File: config.mk
export PLATFORM = sky130hd
export DESIGN_NAME = srq_ctrl
export DESIGN_NICKNAME = d
export VERILOG_FILES = /design/src/srq_pkg.sv /design/src/srq_ctrl.sv
export SDC_FILE = /design/constraint.sdc
export NUM_CORES = 1
export LEC_CHECK = 0
export BUFFER_PORTS_ARGS = -buffer_cell sky130_fd_sc_hd__buf_2
export CAP_MARGIN = 10
export CORE_AREA = 8 8 45 47
export CTS_CLUSTER_DIAMETER = 40
export CTS_CLUSTER_SIZE = 16
export DETAILED_ROUTE_END_ITERATION = 10
export DIE_AREA = 0 0 53 55
export GPL_ROUTABILITY_DRIVEN = 0
export HOLD_SLACK_MARGIN = 0.02
export PLACE_DENSITY = 0.37
export SLEW_MARGIN = 10
export SYNTH_ARGS = -nofsm -noshare
export SYNTH_HDL_FRONTEND = slang
export SYNTH_SLANG_ARGS = --single-unit
File: constraint.sdc
create_clock -name i_clk -period 1.9 [get_ports i_clk]
set_input_delay 0.57 -clock i_clk [delete_from_list [all_inputs] [get_ports i_clk]]
set_output_delay 0.57 -clock i_clk [all_outputs]
set_load 0.02 [all_outputs]
File: src/srq_pkg.sv
// Shared types and constants for the session request ingest queue.
`default_nettype none

package srq_pkg;

    localparam logic [4:0] HS_BYTES         = 5'd21;
    localparam logic [4:0] REQ_LAST_IDX     = 5'd3;
    localparam logic [7:0] HS_OPCODE        = 8'd15;
    localparam logic [31:0] DEFAULT_REVISION = 32'd239;
    localparam logic [8:0] DEFAULT_LANE_LIMIT = 9'd200;

    localparam logic [7:0] OP_NORMAL = 8'd0;
    localparam logic [7:0] OP_URGENT = 8'd1;
    localparam logic [7:0] OP_LOGIN  = 8'd2;
    localparam logic [7:0] OP_LOGOUT = 8'd3;
    localparam logic [7:0] OP_KEY    = 8'd4;

    localparam logic [1:0] CFG_EXP_REV     = 2'd0;
    localparam logic [1:0] CFG_SERVER_FULL = 2'd1;
    localparam logic [1:0] CFG_LANE_LIMIT  = 2'd2;

    localparam logic [1:0] ST_OK          = 2'd0;
    localparam logic [1:0] ST_OUT_OF_DATE = 2'd1;
    localparam logic [1:0] ST_SERVER_FULL = 2'd2;

    localparam logic [1:0] ERR_NONE       = 2'd0;
    localparam logic [1:0] ERR_PROTOCOL   = 2'd1;
    localparam logic [1:0] ERR_QUEUE_FULL = 2'd2;

    localparam logic FUNC_BYTE = 1'b0;
    localparam logic FUNC_POP  = 1'b1;

    typedef enum logic [2:0] {
        PH_HANDSHAKE = 3'd0,
        PH_ACTIVE    = 3'd1,
        PH_CLOSING   = 3'd2,
        PH_CLOSED    = 3'd3,
        PH_FAILED    = 3'd4
    } t_phase;

    typedef enum logic [2:0] {
        EV_ABSORBED  = 3'd0,
        EV_HANDSHAKE = 3'd1,
        EV_POPPED    = 3'd2,
        EV_NONE      = 3'd3,
        EV_FAILED    = 3'd4,
        EV_REJECTED  = 3'd5
    } t_event;

    typedef enum logic [1:0] {
        S_IDLE = 2'd0,
        S_READ = 2'd1,
        S_OUT  = 2'd2
    } t_ctrl_state;

    typedef struct packed {
        logic take;
        logic load_pop;
    } t_dp_cmd;

    typedef struct packed {
        logic pop_hit;
    } t_dp_sts;

endpackage

`default_nettype wire

File: src/srq_ctrl.sv
// Controller state machine that sequences accept, queue read and result hand-off.
`default_nettype none

module srq_ctrl
    import srq_pkg::*;
(
    input  wire logic    i_clk,
    input  wire logic    i_rst_n,
    input  wire logic    i_in_valid,
    output logic         o_in_stall,
    output logic         o_out_valid,
    input  wire logic    i_out_stall,
    input  wire t_dp_sts i_sts,
    output t_dp_cmd      o_cmd
);

    t_ctrl_state r_state;
    t_ctrl_state n_state;

    always_ff @(posedge i_clk) begin
        if (!i_rst_n) begin
            r_state <= S_IDLE;
        end else begin
            r_state <= n_state;
        end
    end

    always_comb begin
        n_state        = r_state;
        o_cmd.take     = 1'b0;
        o_cmd.load_pop = 1'b0;
        o_in_stall     = 1'b1;
        o_out_valid    = 1'b0;
        unique case (r_state)
            S_IDLE: begin
                o_in_stall = 1'b0;
                if (i_in_valid) begin
                    o_cmd.take = 1'b1;
                    n_state    = i_sts.pop_hit ? S_READ : S_OUT;
                end
            end
            S_READ: begin
                o_cmd.load_pop = 1'b1;
                n_state        = S_OUT;
            end
            S_OUT: begin
                o_out_valid = 1'b1;
                if (!i_out_stall) begin
                    n_state = S_IDLE;
                end
            end
            default: begin
                n_state = S_IDLE;
            end
        endcase
    end

endmodule

`default_nettype wire

# Yosys cells after proc, flatten, opt, wreduce, memory -nomap -nowiden
# Index checks and enable logic that the tools add are counted.
# word_totals
n_memories	0
mem_bits_rw	0
rom_bits	0
latchBits	0
register_bits	2
# op_classes
add_sub_neg	0
n_mux	9
n_bitwise	0
n_reduce_logical	2
multipliers	0
n_shift	0
div	0
n_lt_le_gt_ge	0
n_eq_ne	4
# op_table
operator	count
$mux 2	3
$pmux 2 s3	1
$mux 1	5
$ne 2x2->1 const B	2
$eq 2x1->1 const B	1
$eq 2x2->1 const B	1
$logic_not 2->1	1
$reduce_and 2->1	1

# Depth between registers and ports, before layout
# Gate-level depths: netlist of run 1.
# depth
depth_word	3
depth_mapped	2

# Worst setup path before layout of run 1
# No wires, ideal clock.
# synth_timing
path_kind	input to output
startpoint	in i_in_valid
endpoint	out o_cmd[1] in the netlist's numbering
required_ns	1.330
arrival_ns	0.780
path_slack_ns	0.550
n_path_buf	0
path_stages	1
cell_sequence	and2_1
# synth_via
elab_chain_cells	2
# synth_rtl
element	line	source
from (decl)	srq_ctrl.sv:9	input wire logic i_in_valid,
$mux 1	srq_ctrl.sv:37	if (i_in_valid) begin
$mux 1	srq_ctrl.sv:34	unique case (r_state)
to (decl)	srq_ctrl.sv:14	output t_dp_cmd o_cmd
# Every way passes these cells.

==> results of run 1 <==
-- worst max path at each step --
| stage | to | cells past startpoint |
|---|---|---|
| 2_1_floorplan | o_cmd[1] | 1 |
| 3_3_place_gp | o_cmd[1] | 3 |
| 4_1_cts | o_cmd[1] | 3 |
| 3_5_place_dp | o_cmd[1] | 3 |
| 6_report | o_cmd[1] | 3 |
| 5_1_grt | o_cmd[1] | 3 |
-- area by class of cell --
type                            count  area, um^2
Inverter                            2       7.507
Sequential cell                     2       40.04
Fill cell                         163        1192
Timing Repair Buffer                8       40.04
Tap cell                           16       20.02
Clock buffer                        3       22.52
Multi-Input combinational cell      8       61.31
-- layout by cell type (no fill, tap or decap) --
cell,count
a221oi_2,1
clkbuf_4,3
buf_2,8
nor2b_1,2
dfxtp_1,2
nand2b_1,2
inv_1,2
and2_1,1
nor2_2,1
and4_1,1
-- power by group through the flow --
stage,clock (mW),sequential (mW),combinational (mW)
global placement,0,0.0488,0.0352
floorplan,0,0.0486,0.0224
global route,0.0984,0.0492,0.0395
finish,0.0924,0.0486,0.0360
CTS,0.0984,0.0487,0.0365
detailed placement,0,0.0492,0.0365
-- cell usage after synthesis --
cell type / count
dfxtp_1: 2
nor2_2: 1
nor2b_1: 2
nand2b_1: 2
a221oi_2: 1
and2_1: 1
and4_1: 1
inv_1: 2
-- kinds of logic (layout without fill, tap and decap cells) --
logic type	count (synthesis)	in the layout	share of synthesized area, %
flip-flops	2	2	36.78
AND/OR/NAND/NOR	7	7	42.53
buffers and inverters	2	13	6.899
AO/OA/AOI/OAI	1	1	13.79
-- metal layers --
layer / vias to the layer above / global-route usage [%] / share of wire (%)
li1: 61 / - / -
met1: 50 / 2.121 / 41
met2: 8 / 3.906 / 36
met3: 0 / 3.743 / 22
met4: 0 / 3.879 / 0
met5: - / 0 / 0
-- per-stage QoR --
stage / area [um^2] / cells
detailed placement: 168.9 / 36
CTS: 191.4 / 39
global route: 191.4 / 39
finish: 191.4 / 39
global placement: 168.9 / 36
floorplan: 108.9 / 12
-- critical path, delay by kind of cell (launching register included) --
family        cells  cell delay [ns]
flops             1             0.33
simple gates      2             0.34
buf+inv           1             0.16
==> impl_metrics.env, run 1 <==
export IMPL_max_slew_margin_rel_pct=88.55
export IMPL_regMostFlops="r_state"
export IMPL_tns_ns=0
export IMPL_ys_seq_elements=2
export IMPL_top_regs="r_state (2)"
export IMPL_period_needed_ns=1.628
export IMPL_post_route_drc_count=0
export IMPL_cap_violations=0
export IMPL_crit_required_ns=1.33
export IMPL_mappedNetlistNets=17
export IMPL_p_total_mw=0.1771
export IMPL_cp_slowest_stage_delay_ns=0.33
export IMPL_clk_pin_slew_worst_paths_ns=0.03
export IMPL_r2r_start="r_state[1]$_SDFFE_PN0P_"
export IMPL_powerDensity_nw_per_um2=924.9
export IMPL_holdWs_ns=0.5064
export IMPL_seq_area_frac_synth_pct=36.78
export IMPL_post_synth_instance_area_um2=108.9
export IMPL_p_sw_mw=0.04709
export IMPL_drv_slew=0
export IMPL_critPathKind="register to primary output"
export IMPL_critPathMaxFanout=4
export IMPL_critPathCaptureType="primary output"
export IMPL_dieHeight_um=55
export IMPL_r2r_end="r_state[1]$_SDFFE_PN0P_"
export IMPL_min_from="r_state[1]$_SDFFE_PN0P_"
export IMPL_tightestPinTransition_ns=0.1716
export IMPL_syn_to_final_growth_pct=75.86
export IMPL_synthDistinctLibCells=8
export IMPL_cts_buffer_depth=2
export IMPL_rsz0062_at_grt="no"
export IMPL_setup_violations=0
export IMPL_p_seq_share_pct=27.4
export IMPL_grt_pass1_vias=161
export IMPL_cts_tree="done"
export IMPL_port_buffers=8
export IMPL_cp_slowest_cell="dfxtp_1"
export IMPL_grt_pass1_wl_um=579
export IMPL_num_antenna_cells=0
export IMPL_num_io_pins=9
export IMPL_holdPathStages=1
export IMPL_r2r_setup_slack_ns=1.12
export IMPL_yosys_warnings=0
export IMPL_synthTopCellsByArea="dfxtp_1 (37%), a221oi_2 (14%), nand2b_1 (11%)"
export IMPL_antenna_found_initial=0
export IMPL_clock_latency_ns=0.22
export IMPL_finClkSkew_ns=0.001066
export IMPL_worstPathArrival_ns=1.06
export IMPL_finalHoldViolCount=0
export IMPL_drt_initial_drc_count=0
export IMPL_p_leak_nw=0.1008
export IMPL_drive_above_1_share_pct=56.52
export IMPL_initial_utilization_pct=7.866
export IMPL_hold_end="r_state[1]$_SDFFE_PN0P_"
export IMPL_clock_power_share_pct=52.2
export IMPL_core_area_um2=1384
export IMPL_numCtsBuffers=3
export IMPL_cts_resized=0
export IMPL_fin_ws_ns=0.2716
export IMPL_netlist_instances=12
export IMPL_wirelength_um=369
export IMPL_internal_power_mw=0.1300
export IMPL_cts_root_buffer_cell="clkbuf_4"
export IMPL_final_nets=30
export IMPL_startpoint="r_state[1]$_SDFFE_PN0P_"
export IMPL_cp_start_kind="register"
export IMPL_yosys_area_top_type_share_pct=36.78
export IMPL_vias=119
export IMPL_cp_cell_sequence="nor2_2 -> and2_1 -> buf_2"
export IMPL_utilization_pct=13.83
export IMPL_grt_max_degree=5
export IMPL_vdd_drop_max_uv=140.7
export IMPL_routedWlPerCell_um=9.462
export IMPL_cts_sinks=2
export IMPL_syn_area_per_cell_um2=9.071
export IMPL_drt_first_pass_iters=1
export IMPL_hp_class="register to register"
export IMPL_dieArea_um2=2915
export IMPL_cts_hold_buffers=0
export IMPL_htreeDepth=1
export IMPL_post_cts_setup_buffer_count=0
export IMPL_largest_register_ffs=2
export IMPL_rows=14
export IMPL_grt_total_usage_pct=3.111
export IMPL_status="finished, final reports clean"
export IMPL_power_frac_comb_pct=20.3
export IMPL_sw_frac_of_total_pct=26.60
export IMPL_viasPerCell=3.051
export IMPL_finalCritPeriodShare_pct=85.71
export IMPL_ant_nets=0
export IMPL_yosys_area_top_type="dfxtp_1"
export IMPL_grt_ovfl_total=0
export IMPL_r2r_cells=2
export IMPL_place_ws_ns=0.3581
export IMPL_fp_dieW_um=53
export IMPL_max_freq_ghz=0.6141
Power figures use the tool's default switching activity.
==> run 2: changes to the inputs <==
--- a/config.mk
+++ b/config.mk
@@ -5,8 +5,11 @@
 export SDC_FILE = /design/constraint.sdc
 export NUM_CORES = 1
 export LEC_CHECK = 0
+export ABC_AREA = 1
 export BUFFER_PORTS_ARGS = -buffer_cell sky130_fd_sc_hd__buf_2
 export CAP_MARGIN = 10
+export CELL_PAD_IN_SITES_DETAIL_PLACEMENT = 0
+export CELL_PAD_IN_SITES_GLOBAL_PLACEMENT = 1
 export CORE_AREA = 8 8 45 47
 export CTS_CLUSTER_DIAMETER = 40
 export CTS_CLUSTER_SIZE = 16
@@ -14,7 +17,7 @@
 export DIE_AREA = 0 0 53 55
 export GPL_ROUTABILITY_DRIVEN = 0
 export HOLD_SLACK_MARGIN = 0.02
-export PLACE_DENSITY = 0.37
+export PLACE_DENSITY = 0.46
 export SLEW_MARGIN = 10
 export SYNTH_ARGS = -nofsm -noshare
 export SYNTH_HDL_FRONTEND = slang
==> impl_metrics.env, run 2 <==
export IMPL_cts_buffer_depth=2
export IMPL_cts_hold_buffers=0
export IMPL_grt_pass1_vias=148
export IMPL_hold_end="r_state[1]$_SDFFE_PN0P_"
export IMPL_cp_slowest_cell="buf_2"
export IMPL_r2r_end="r_state[1]$_SDFFE_PN0P_"
export IMPL_hp_class="register to register"
export IMPL_wirelength_um=328
export IMPL_r2r_cells=4
export IMPL_ys_seq_elements=2
export IMPL_vias=137
export IMPL_grt_pass1_wl_um=552
export IMPL_powerDensity_nw_per_um2=903.7
export IMPL_holdPathStages=3
export IMPL_clock_latency_ns=0.22
export IMPL_dieArea_um2=2915
export IMPL_clk_pin_slew_worst_paths_ns=0.03
export IMPL_critPathMostFrequentCell="buf_2"
export IMPL_p_seq_share_pct=26.3
export IMPL_period_needed_ns=1.549
export IMPL_post_route_drc_count=0
export IMPL_yosys_area_top_type_share_pct=34.04
export IMPL_cap_violations=0
export IMPL_synth_common_cells="nand2_1 (4), nor2_1 (3), nor2_2 (3)"
export IMPL_vdd_drop_max_uv=235.3
export IMPL_regMostFlops="r_state"
export IMPL_antenna_found_initial=0
export IMPL_num_antenna_cells=0
export IMPL_drt_first_pass_iters=4
export IMPL_cp_slowest_stage_delay_ns=0.15
export IMPL_status="finished, final reports clean"
export IMPL_multiInputGateArea_um2=66.31
export IMPL_initial_utilization_pct=8.499
export IMPL_p_leak_nw=0.1068
export IMPL_cts_sinks=2
export IMPL_largest_register_ffs=2
export IMPL_viasPerCell=3.114
export IMPL_async_flop_share_pct=0
export IMPL_utilization_pct=14.47
export IMPL_internal_power_mw=0.1299
export IMPL_sw_frac_of_total_pct=28.22
export IMPL_finClkSkew_ns=0.002039
export IMPL_dp_final_hpwl_um=267.2
export IMPL_critPathMaxFanout=3
export IMPL_top_regs="r_state (2)"
export IMPL_htreeDepth=1
export IMPL_yosys_warnings=0
export IMPL_routedWlPerCell_um=7.455
export IMPL_ant_nets=0
export IMPL_post_cts_setup_buffer_count=0
export IMPL_placed_cell_area_um2=177.7
export IMPL_syn_area_per_cell_um2=6.918
export IMPL_final_cell_area_um2=200.2
export IMPL_cp_start_kind="input pin"
export IMPL_drive_above_1_share_pct=64.29
export IMPL_dieHeight_um=55
export IMPL_dpl_cell_count=41
export IMPL_mappedNetlistNets=22
export IMPL_netlist_instances=17
export IMPL_p_sw_mw=0.05104
export IMPL_critPathKind="input pin to primary output"
export IMPL_core_area_um2=1384
export IMPL_critPathCaptureType="primary output"
export IMPL_power_frac_comb_pct=22.7
export IMPL_finalCritPeriodShare_pct=81.53
export IMPL_synth_edff_count=0
export IMPL_grt_max_degree=5
export IMPL_drv_slew=0
export IMPL_min_from="r_state[1]$_SDFFE_PN0P_"
export IMPL_post_synth_instance_area_um2=117.6
export IMPL_crit_required_ns=1.33
export IMPL_r2r_start="r_state[0]$_SDFFE_PN0P_"
export IMPL_clock_power_share_pct=51.0
export IMPL_synthTopCellsByArea="dfxtp_1 (34%), nor2_2 (16%), nand2_1 (13%)"
export IMPL_synthDistinctLibCells=8
export IMPL_final_nets=35
export IMPL_setup_violations=0
export IMPL_fillerInstances=162
export IMPL_yosys_area_top_type="dfxtp_1"
export IMPL_final_cell_mix="buf_2 (8), nand2_1 (4), nor2_1 (3), nor2_2 (3), clkbuf_4 (3)"
export IMPL_grt_ovfl_total=0
export IMPL_cp_cell_sequence="buf_2 -> inv_1 -> nor2_1 -> buf_2"
export IMPL_worstPathArrival_ns=0.98
export IMPL_tightestPinTransition_ns=0.1231
export IMPL_numCtsBuffers=3
export IMPL_cts_resized=0
export IMPL_finalHoldViolCount=0
export IMPL_max_slew_margin_rel_pct=91.78
export IMPL_r2r_setup_slack_ns=1.18
export IMPL_rsz0062_at_grt="no"
export IMPL_final_common_cell="buf_2"
export IMPL_grt_total_usage_pct=3.001
export IMPL_cts_tree="done"
export IMPL_fp_dieW_um=53
export IMPL_cts_root_buffer_cell="clkbuf_4"
export IMPL_rows=14
export IMPL_seq_area_frac_synth_pct=34.04
export IMPL_port_buffers=8
export IMPL_stdcell_count=44
export IMPL_synth_most_common_cell="nand2_1"
export IMPL_num_io_pins=9
export IMPL_drt_initial_drc_count=6
export IMPL_ys_flop_type="dfxtp_1"
export IMPL_tns_ns=0
export IMPL_syn_to_final_growth_pct=70.21
export IMPL_register_area_um2=40.04
export IMPL_max_freq_ghz=0.6455
run 2: changes by cell type after synthesis, moves of 2 or more:
cell / change
nand2_1: +4
nor2_1: +3
inv_2: +2
nand2b_1: -2
nor2_2: +2
nor2b_1: -2
run 2: per-stage QoR:
step                hold WS, ns  total power [mW]  worst slack, ns
floorplan                0.5053           0.07559           0.4039
global placement         0.5394           0.08997           0.3429
detailed placement       0.5339           0.08965           0.3467
CTS                      0.5518            0.1876           0.3447
global route             0.5800            0.1989           0.3170
finish                   0.5447            0.1809           0.3509
run 2: cells by family after synthesis:
group	after synthesis	share of synthesized area [%]
buf+inv	3	9.574
flops	2	34.04
simple gates	12	56.38
run 2: per-layer routing:
metal  share of wire, %  vias to the layer above  global-route usage, %
li1                   -                       71                      -
met1                 55                       53                  3.177
met2                 21                       13                  1.953
met3                 24                        0                  4.813
met4                  0                        0                  2.586
met5                  0                        -                      0
run 2: worst max path at each step:
stage | startpoint | endpoint | slack (ns) | depth (start not counted)
after floorplan | i_in_valid | o_cmd[1] | 0.40 | 2
after global placement | i_in_valid | o_cmd[1] | 0.34 | 4
after detailed placement | i_in_valid | o_cmd[1] | 0.35 | 4
after CTS | i_in_valid | o_cmd[1] | 0.34 | 4
after global routing | i_in_valid | o_cmd[1] | 0.32 | 4
final | i_in_valid | o_cmd[1] | 0.35 | 4
run 2: power by group through the flow:
stage	Clock, mW	Sequential, mW	Combinational [mW]
after floorplan	0	0.0477	0.0279
after global placement	0	0.0482	0.0418
after detailed placement	0	0.0480	0.0417
after CTS	0.0980	0.0475	0.0421
after global routing	0.106	0.0478	0.0455
final	0.0923	0.0475	0.0411
run 2: area by class of cell:
cell class	instances	area share, %
inverters	3	5.625
flip-flops and latches	2	20.00
well taps	16	10.00
multi-input cells	12	33.12
clock buffers	3	11.25
repair buffers	8	20.00
run 2: worst max-delay path: cells and delay by family:
family,cells,cell delay (ns)
buffers and inverters,3,0.34
AND/OR/NAND/NOR,1,0.06
